$ cat src/hdl/obb_pkg.sv
// shared constants, types and field helpers of the ray/box slab block
// no dependencies
package obb_pkg;

  localparam int FRAC_BITS_DEF = 10;
  localparam int FW      = 21;          // packed coordinate width
  localparam int REG_W   = 63;          // packed register width
  localparam int EPS_W   = 20;
  localparam int NAX     = 3;
  localparam int REL_W   = FW + 1;      // center minus origin
  localparam int PW      = 44;          // direction projection
  localparam int DW      = 45;          // offset projection
  localparam int DIFF_W  = 46;          // offset plus or minus half width
  localparam int CFG_AW  = 6;
  localparam int CFG_DW  = 64;
  localparam int IN_W    = 128;
  localparam int OUT_W   = 40;

  localparam logic [2:0] REG_CENTER = 3'd0;
  localparam logic [2:0] REG_AXIS_X = 3'd1;
  localparam logic [2:0] REG_AXIS_Y = 3'd2;
  localparam logic [2:0] REG_AXIS_Z = 3'd3;
  localparam logic [2:0] REG_HALF   = 3'd4;
  localparam logic [2:0] REG_EPS    = 3'd5;

  localparam logic [REG_W-1:0] RST_CENTER = '0;
  localparam logic [REG_W-1:0] RST_AXIS_X = REG_W'(64'd1024);
  localparam logic [REG_W-1:0] RST_AXIS_Y = REG_W'(64'd1024 << 21);
  localparam logic [REG_W-1:0] RST_AXIS_Z = REG_W'(64'd1024 << 42);
  localparam logic [REG_W-1:0] RST_HALF   = '0;
  localparam logic [EPS_W-1:0] RST_EPS    = EPS_W'(1);

  localparam logic [2:0] FACE_NONE = 3'd6;

  typedef struct packed {
    logic par;    // slab parallel to the ray
    logic prej;   // parallel and offset outside the slab
    logic s1;     // negative sign of first distance
    logic s2;     // negative sign of second distance
  } obb_side_t;

  function automatic logic signed [FW-1:0] fld(logic [REG_W-1:0] r, int unsigned k);
    return signed'(r[FW*k +: FW]);
  endfunction

endpackage

$ cat src/hdl/obb_merge.sv
// slab ordering, entry/exit merge over axes, saturation and output register
// depends on obb_pkg
module obb_merge import obb_pkg::*; #(
  parameter int NW = DIFF_W + FRAC_BITS_DEF
) (
  input  logic            clk_i,
  input  logic            rst_ni,
  input  logic            en_i,
  input  logic            vld_i,
  input  logic [NW-1:0]   quo1_i [NAX],
  input  logic [NW-1:0]   quo2_i [NAX],
  input  obb_side_t       side_i [NAX],
  output logic            vld_o,
  output logic            hit_o,
  output logic [31:0]     t_entry_o,
  output logic [2:0]      face_o
);

  localparam int QW = NW + 1;
  localparam logic signed [QW-1:0] T_MAX = QW'(signed'(32'h7fff_ffff));
  localparam logic signed [QW-1:0] T_MIN = QW'(signed'(32'h8000_0000));

  logic [4:0] vld_q;

  logic signed [QW-1:0] t1_q [NAX], t2_q [NAX];
  logic                 par1_q [NAX], rej1_q;
  logic signed [QW-1:0] en2_q [NAX], ex2_q [NAX];
  logic [2:0]           fc2_q [NAX];
  logic                 par2_q [NAX], rej2_q;
  logic                 have3_q, par3_q, rej3_q;
  logic signed [QW-1:0] tmin3_q, tmax3_q, en3_q, ex3_q;
  logic [2:0]           face3_q, fc3_q;
  logic                 hit4_q, have4_q;
  logic signed [QW-1:0] tmin4_q;
  logic [2:0]           face4_q;

  always_ff @(posedge clk_i or negedge rst_ni) begin
    if (!rst_ni) begin
      vld_q <= '0;
    end else if (en_i) begin
      vld_q <= {vld_q[3:0], vld_i};
    end
  end

  assign vld_o = vld_q[4];

  // stage 1: signs back on the quotients
  always_ff @(posedge clk_i) begin
    if (en_i) begin
      rej1_q <= side_i[0].prej | side_i[1].prej | side_i[2].prej;
      for (int a = 0; a < NAX; a++) begin
        logic signed [QW-1:0] m1, m2;
        m1 = signed'({1'b0, quo1_i[a]});
        m2 = signed'({1'b0, quo2_i[a]});
        t1_q[a]   <= side_i[a].s1 ? -m1 : m1;
        t2_q[a]   <= side_i[a].s2 ? -m2 : m2;
        par1_q[a] <= side_i[a].par;
      end
    end
  end

  // stage 2: order each slab, equal distances take the positive face
  always_ff @(posedge clk_i) begin
    if (en_i) begin
      rej2_q <= rej1_q;
      for (int a = 0; a < NAX; a++) begin
        logic neg;
        neg = t1_q[a] < t2_q[a];
        en2_q[a]  <= neg ? t1_q[a] : t2_q[a];
        ex2_q[a]  <= neg ? t2_q[a] : t1_q[a];
        fc2_q[a]  <= 3'(2 * a) + {2'b00, ~neg};
        par2_q[a] <= par1_q[a];
      end
    end
  end

  // stage 3: merge the first two axes; a tie keeps the earlier entry
  always_ff @(posedge clk_i) begin
    if (en_i) begin
      logic                 hv;
      logic signed [QW-1:0] tn, tx;
      logic [2:0]           fc;
      hv = 1'b0;
      tn = '0;
      tx = '0;
      fc = FACE_NONE;
      for (int a = 0; a < 2; a++) begin
        if (!par2_q[a]) begin
          if (!hv || en2_q[a] > tn) begin
            tn = en2_q[a];
            fc = fc2_q[a];
          end
          if (!hv || ex2_q[a] < tx) begin
            tx = ex2_q[a];
          end
          hv = 1'b1;
        end
      end
      have3_q <= hv;
      tmin3_q <= tn;
      tmax3_q <= tx;
      face3_q <= fc;
      en3_q   <= en2_q[2];
      ex3_q   <= ex2_q[2];
      fc3_q   <= fc2_q[2];
      par3_q  <= par2_q[2];
      rej3_q  <= rej2_q;
    end
  end

  // stage 4: third axis; entry past exit rejects (bounds are monotone)
  always_ff @(posedge clk_i) begin
    if (en_i) begin
      logic                 hv;
      logic signed [QW-1:0] tn, tx;
      logic [2:0]           fc;
      hv = have3_q;
      tn = tmin3_q;
      tx = tmax3_q;
      fc = face3_q;
      if (!par3_q) begin
        if (!hv || en3_q > tn) begin
          tn = en3_q;
          fc = fc3_q;
        end
        if (!hv || ex3_q < tx) begin
          tx = ex3_q;
        end
        hv = 1'b1;
      end
      hit4_q  <= !(rej3_q || (hv && (tn > tx)));
      have4_q <= hv;
      tmin4_q <= tn;
      face4_q <= fc;
    end
  end

  // stage 5: saturation into the output register
  always_ff @(posedge clk_i) begin
    if (en_i) begin
      hit_o <= hit4_q;
      if (!hit4_q) begin
        t_entry_o <= '0;
        face_o    <= FACE_NONE;
      end else if (!have4_q) begin
        t_entry_o <= T_MIN[31:0];
        face_o    <= FACE_NONE;
      end else begin
        face_o <= face4_q;
        if (tmin4_q > T_MAX) begin
          t_entry_o <= T_MAX[31:0];
        end else if (tmin4_q < T_MIN) begin
          t_entry_o <= T_MIN[31:0];
        end else begin
          t_entry_o <= tmin4_q[31:0];
        end
      end
    end
  end

endmodule

$ cat config.mk
export PLATFORM = sky130hd
export DESIGN_NAME = obb_merge
export DESIGN_NICKNAME = d
export VERILOG_FILES = /design/src/hdl/obb_pkg.sv /design/src/hdl/obb_merge.sv
export SDC_FILE = /design/constraint.sdc
export NUM_CORES = 2
export LEC_CHECK = 0
export ABC_AREA = 1
export BUFFER_PORTS_ARGS = -buffer_cell sky130_fd_sc_hd__buf_2
export CAP_MARGIN = 5
export CORE_MARGIN = 2
export CORE_UTILIZATION = 40
export DETAILED_ROUTE_END_ITERATION = 7
export HOLD_SLACK_MARGIN = 0.02
export MAX_ROUTING_LAYER = met4
export PLACE_DENSITY_LB_ADDON = 0.2
export SYNTH_ARGS = -nofsm -noshare
export SYNTH_HDL_FRONTEND = slang
export SYNTH_SLANG_ARGS = --single-unit
$ cat constraint.sdc
create_clock -name clk_i -period 11.1 [get_ports clk_i]
set_clock_uncertainty 0.2 [all_clocks]
set_input_delay 0.555 -clock clk_i [delete_from_list [all_inputs] [get_ports clk_i]]
set_output_delay 0.555 -clock clk_i [all_outputs]
set_load 0.02 [all_outputs]
# ---- Yosys cells after proc, flatten, opt, wreduce, memory -nomap -nowiden
# Memories as Yosys holds them, arrays and structs flattened. A register that Yosys moved wholly into a read port is not among the register bits.
# Cells that the tools add are included.
dict set report word_totals {
  mem_count 7
  mem_bits_ro 0
  mem_bits_rw 699
  out_inout_bits 37
  latch_bits 0
  wordCells 96
  ff_bits 224
}
dict set report classes {
  n_addsub 8
  shift 0
  n_bitwise 5
  multipliers 0
  muxes 40
  reduce_logical 10
  div_mod_pow 0
  n_eq_ne 0
  order_cmp 10
}
# memory words width read_ports rd_clocked_by_memory_dff write_ports line
set memory_table {}
lappend memory_table {en2_q 3 57 3 1 3 obb_merge.sv:27} ;# logic signed [QW-1:0] en2_q [NAX], ex2_q [NAX];
lappend memory_table {ex2_q 3 57 3 1 3 obb_merge.sv:27}
lappend memory_table {t1_q 3 57 3 0 3 obb_merge.sv:25} ;# logic signed [QW-1:0] t1_q [NAX], t2_q [NAX];
lappend memory_table {t2_q 3 57 3 0 3 obb_merge.sv:25}
lappend memory_table {fc2_q 3 3 3 1 3 obb_merge.sv:28} ;# logic [2:0] fc2_q [NAX];
lappend memory_table {par1_q 3 1 3 0 3 obb_merge.sv:26} ;# logic par1_q [NAX], rej1_q;
lappend memory_table {{1 more memories} - - - - - -}
# operator n
set op_table {}
lappend op_table {{57-bit 2-to-1 mux} 26}
lappend op_table {{56-bit negation with 57-bit output} 6}
lappend op_table {{57-bit < comparator} 5}
lappend op_table {{57-bit greater-than comparator} 3}
lappend op_table {{32-bit 2-to-1 mux} 3}
lappend op_table {{57-bit by 32-bit greater-than comparator with 1-bit output, second input constant} 1}
lappend op_table {{57-bit by 32-bit < comparator with 1-bit output, second input constant} 1}
lappend op_table {{3-bit 2-to-1 mux} 5}
lappend op_table {{1-bit 2-to-1 mux} 6}
lappend op_table {{1-bit logical OR} 5}
lappend op_table {{2-bit by 1-bit adder with 3-bit output, first input constant} 1}
lappend op_table {{3-bit by 1-bit adder with 3-bit output, first input constant} 1}
lappend op_table {{1-bit logical NOT} 3}
lappend op_table {{1-bit inverter} 3}
lappend op_table {{1-bit bitwise OR} 2}
lappend op_table {{2-bit AND reduction} 1}
lappend op_table {{1-bit logical AND} 1}

# ---- Logic depth before layout (Yosys ltp)
dict set report logic_depth {
  depth_word 9
  ltp_mapped 34
  mapped_depth_nobuf 33
}

# ---- Worst setup path before layout
# No wires, ideal clock.
dict set report synth_timing {
  path_kind {register to register}
  startpoint {register en3_q[56], read port of en2_q}
  endpoint {register hit4_q (data pin)}
  path_stages_with_launch 28
  required_time_ns 10.651
  arrival_ns 3.218
  path_slack_ns 7.433
  cell_sequence {edfxtp_1 ha_1 nand2_1 inv_1 nand2_1 nor2_1 nand2_1 nor3b_1 nand2_1 nand3_1 nand3_1 nand2_1 nand2_2 buf_4 nand2_1 nand2_1 ha_1 nand2_1 nor2_1 nand4_1 nor3_1 nand2_1 nor2_1 nand2_1 nand3_1 nand3_1 nand2_1 inv_1}
}
dict set report synth_between {
  elab_chain_len 9
}
# item line
set synth_rtl {}
lappend synth_rtl {{start, declared} obb_merge.sv:31} ;# logic signed [QW-1:0] tmin3_q, tmax3_q, en3_q, ex3_q;
lappend synth_rtl {{57-bit greater-than comparator} obb_merge.sv:122} ;# if (!hv || en3_q > tn) begin
lappend synth_rtl {{1-bit logical OR} obb_merge.sv:122}
lappend synth_rtl {{57-bit 2-to-1 mux *} obb_merge.sv:122}
lappend synth_rtl {{57-bit 2-to-1 mux *} obb_merge.sv:121} ;# if (!par3_q) begin
lappend synth_rtl {{57-bit 2-to-1 mux *} obb_merge.sv:113} ;# if (en_i) begin
lappend synth_rtl {{57-bit greater-than comparator *} obb_merge.sv:131} ;# hit4_q <= !(rej3_q || (hv && (tn > tx)));
lappend synth_rtl {{1-bit logical AND *} obb_merge.sv:131}
lappend synth_rtl {{1-bit logical OR *} obb_merge.sv:131}
lappend synth_rtl {{1-bit logical NOT *} obb_merge.sv:131}
lappend synth_rtl {{end signal, assigned} obb_merge.sv:131}
lappend synth_rtl {{end, declared} obb_merge.sv:33} ;# logic hit4_q, have4_q;
# Every way passes the cells marked *; elsewhere a longest branch is shown, timed or not. The select of a mux whose other input is x is not followed.
# A chain may end at the register's enable or synchronous reset.

==> metrics.md <==
| Metric | Value |
|---|---|
| Post-synthesis async set-or-reset flop share | `less than 1%` |
| Vertical die dimension | `about 400 um` |
| Cell area after placement | `roughly 68000 sq um` |
| Synth Area per Inst | `between 8 and 9 sq um` |
| Std-Cell Core Area | `around 160000 sq um` |
| Main synth FF type | `edfxtp_1` |
| Proportion of synthesized area in mux cells | `0.0174%` |
| Flops & latches, synth | `roughly 1000` |
| Overall die width | `between 400 and 500 um` |
| Pwr per Cell Area | `approximately 170 nW/um^2` |
| Number of design-rule violations left by the first detailed-router iteration | `about 6000` |
| Largest family of logic cells by synthesized area | `simple AND/OR/NAND/NOR gates` |
| Worst min-delay path startpoint | `quo1_i[28]` |
| Total clock buffers created by CTS | `between 100 and 150` |
| Endpoint with the worst hold slack | `t1_q[0][142]$_DFFE_PP_` |
| Boundary pin count | `389` |
| Fraction of final layout cells with drive strength greater than 1 | `~8.6%` |
| Via count of the first global-routing pass | `50900` |
| Wire length on met3 | `17.6 mm` |
| Starting Density | `~40%` |
| Maximum number of pins on one net before global-route repair | `around 190` |
| Maximum fanout along the worst path | `98` |
| CP arrival | `5.71 ns` |
| Clock root buffer master | `clkbuf_16` |
| Sequential element share of the synthesized area | `47.9%` |
| Max Transition Viols Final | `0` |
| Worst VDD drop | `between 0.1 and 0.15 mV` |
| Fill cell count | `between 15000 and 20000` |
| Congestion Overflow GR | `0` |
| Hold Crit Class | `primary input to flip-flop` |
| Highest achievable clock rate | `0.181 GHz` |
| Final number of setup-violating endpoints | `0` |
| Amount of wire on met2 after detailed routing | `102 mm` |
| Fraction of synthesized cell area in xor and xnor cells | `under 10%` |
| Detailed-routing iteration count for the pre-antenna-repair pass | `6` |
| Reg-to-reg startpoint | `par2_q[0]$_DFFE_PP_` |
| Startpoint-to-endpoint class of the critical path | `flip-flop to flip-flop` |
| TritonCTS clock tree | `done` |
| Total via count after detailed routing | `roughly 55000` |
| Buffer depth of the longest clock path | `3` |
| Overall global routing resource usage | `between 20 and 30%` |
| Final-layout setup total negative slack | `0 ns` |
| Number of enable flip-flop cells after synthesis | `slightly above 1000` |
| Hpwl dp | `between 150 and 200 mm` |
| Critical Path End Type | `flip-flop` |
| Multi-input gate area | `approximately 29000 sq um` |
| Compound-cell area share of the yosys netlist | `under 10%` |
| Drt via density | `between 5 and 6` |
| Share of the core filled with cells in the final layout | `around 46%` |
| Initial antenna violation count | `14` |
| RSZ-0062 raised after global routing | `no` |
| Clock slew seen by the registers of the worst setup and hold paths | `around 0.070 ns` |
| Cell depth of the worst flop-to-flop path | `18` |
| Wl on met1 | `roughly 110 mm` |
| Max-Slew Margin vs Limit | `between 10% and 20%` |
| First-pass GRT wire length | `around 340 mm` |
| Netlist area before placement | `64700 sq um` |
| Detailed-route wire length per cell | `22.8 um` |
| Routability Congestion | `about 1` |
| Register area | `just over 30000 sq um` |
| Critical R2R Capture | `tmax3_q[8]$_DFFE_PP_` |
| Worst Hold Path Cells | `3` |
| Final-report hold violation count | `0` |
| Area of the die | `approximately 160000 sq um` |
| Worst Tran Pin Value | `between 1 and 1.5 ns` |
| Final min period | `around 5.5 ns` |
| Number of warnings issued by yosys | `0` |
| Synthesized netlist cell count | `roughly 7600` |
| PnR Total Power | `approximately 13 mW` |
| Latest clock arrival within the worst-skew pair | `approximately 0.75 ns` |
| Number of distinct library cell variants in the gate-level netlist after synthesis | `53` |
| Run status | `finished, final reports clean` |
| Worst Setup Start Kind | `flip-flop` |
| Max-capacitance violation count | `0` |
| Required time of the worst setup path | `around 11 ns` |
| Final wirelength | `approximately 230 mm` |
| Synth Area in Simple Gates | `27.0%` |
| Tcrit/Tclk final | `between 40% and 50%` |
| Share of synthesized cell area in full adder, half adder and majority cells | `approximately 8.8%` |
| Antenna-violating nets left | `0` |
| DRC errors left | `0` |
| Number of levels in the clock H-tree | `3` |
| Mapped Nets | `8365` |
| Number of buffers added on ports | `388` |
| Site row count | `about 150` |
| Area overhead of the layout relative to synthesis | `13.9%` |
| Number of nets in the finished design | `about 9000` |
| Finished layout cell area | `~74000 sq um` |
| Setup slack of the worst register-to-register path | `approximately 5.6 ns` |
| Cts repair resizes | `0` |
| Top layer used by detailed routing | `met4` |
| Leakage | `32.9 nW` |
| Clock sink count | `1033` |
-- report_power, final --
group | switching (mW) | total, mW | internal, mW
clock | 1.61 | 3.70 | 2.09
sequential | 0.569 | 5.62 | 5.05
combinational | 2.23 | 3.26 | 1.03
total | 4.41 | 12.6 | 8.17
-- worst max-delay path by stage --
stage | start | endpoint | cells after the start | slack [ns]
floorplan | en3_q[56]$_DFFE_PP_ | hit4_q$_DFFE_PP_ | 27 | 7.43
global placement | en3_q[16]$_DFFE_PP_ | hit4_q$_DFFE_PP_ | 28 | 5.71
detailed placement | par2_q[0]$_DFFE_PP_ | tmax3_q[8]$_DFFE_PP_ | 18 | 5.67
CTS | par2_q[0]$_DFFE_PP_ | tmax3_q[8]$_DFFE_PP_ | 18 | 5.69
global route | en3_q[16]$_DFFE_PP_ | hit4_q$_DFFE_PP_ | 28 | 5.24
finish | par2_q[0]$_DFFE_PP_ | tmax3_q[8]$_DFFE_PP_ | 18 | 5.56
-- area by class of cell --
class / instances / share of cell area [%]
Antenna cell: 6 / 0.0204
Clock buffer: 124 / 3.81
Clock inverter: 76 / 1.10
Inverter: 913 / 4.66
Multi-Input combinational cell: 5328 / 39.3
Sequential cell: 1033 / 42.1
Tap cell: 2160 / 3.67
Timing Repair Buffer: 594 / 5.33
-- cells in the final DEF (no fill, tap or decap), types with 42 or more instances in the layout --
master,instances
a21oi_1,271
nor3_1,88
nand3b_1,67
dlygate4sd3_1,162
nand3_1,955
nand2_1,2054
ha_1,457
o21ai_0,176
xnor2_1,87
clkbuf_16,110
inv_1,901
nand4_1,116
nor4_1,91
edfxtp_1,1028
xor2_1,225
buf_2,387
buf_4,42
nor2_1,565
-- cell usage after synthesis, types with 8 or more instances --
library cell / number / area (sq um)
o21ai_1: 8 / 40.0
nand3_2: 8 / 80.1
o21ai_2: 11 / 96.3
buf_1: 19 / 71.3
a21o_1: 8 / 60.1
o21a_1: 15 / 113
buf_6: 14 / 158
xnor2_1: 87 / 762
nor4_1: 91 / 569
nor2_1: 566 / 2120
o21ai_0: 177 / 886
a21oi_1: 271 / 1360
nor3_1: 88 / 440
a21oi_2: 8 / 70.1
nand2_1: 2055 / 7710
nand2_2: 17 / 106
edfxtp_1: 1028 / 30900
nand3b_1: 67 / 503
clkbuf_1: 131 / 492
nor2_2: 14 / 87.6
o211ai_1: 21 / 158
buf_2: 100 / 500
nand4_1: 116 / 726
ha_1: 457 / 5720
inv_1: 902 / 3390
nand3_1: 956 / 4780
or2_2: 8 / 50.1
xor2_1: 225 / 1970
buf_4: 18 / 135
-- per-stage QoR --
step / worst slack [ns] / hold slack [ns] / instances
finish: 5.56 / 0.0650 / 10200
detailed placement: 5.67 / 0.173 / 9866
floorplan: 7.43 / 0.0594 / 7556
CTS: 5.69 / 0.0201 / 10200
global placement: 5.71 / 0.169 / 9866
global route: 5.24 / 0.0565 / 10200
-- cells by family (layout without fill, tap and decap cells) --
kind of cell | Yosys count | count (layout)
muxes | 1 | 1
xor gates and xnor gates | 312 | 312
AOI/OAI and AO/OA | 542 | 542
and+or+nand+nor | 4016 | 4016
buffers and inverters | 1195 | 1707
adders and majority gates | 457 | 457
DFF | 1033 | 1033
other | 0 | 6
-- flip-flops by register name, summed over array words and instances (netlist names), 5 cells and up --
signal,flops
en2_q,171
t1_q,171
tmin3_q,57
en3_q,57
t2_q,171
tmax3_q,57
ex3_q,57
t_entry_o,32
vld_q,5
tmin4_q,57
ex2_q,171
-- worst max-delay path: stages, from the launching register on --
cell and delay, ns:
edfxtp_1 0.57, inv_6 0.49, buf_4 0.86, nand2_1 0.17, ha_1 0.42, nand2_1 0.09
inv_1 0.05, nand3_1 0.10, nor3_2 0.20, inv_1 0.09, nor3_1 0.18, nand2_1 0.11
nand2_1 0.12, nand2_1 0.05, nand2_1 0.43, buf_4 0.39, nand3_1 0.11, nand3_1 0.11
nand2_1 0.32
-- what timing repair did --
| action | in CTS | in global routing |
|---|---|---|
| hold buffers | 162 | 0 |
| setup buffers | 0 | 0 |
| hold endpoints to repair | 164 | 0 |
-- layer usage --
layer  global-route usage [%]  vias to the layer above
met1                     41.0                    26100
met2                     42.3                     2126
met3                     3.74                      279
met4                     8.86                        0
li1                         -                    26200
met5                        -                        -
(Power assumes the default switching activity.)
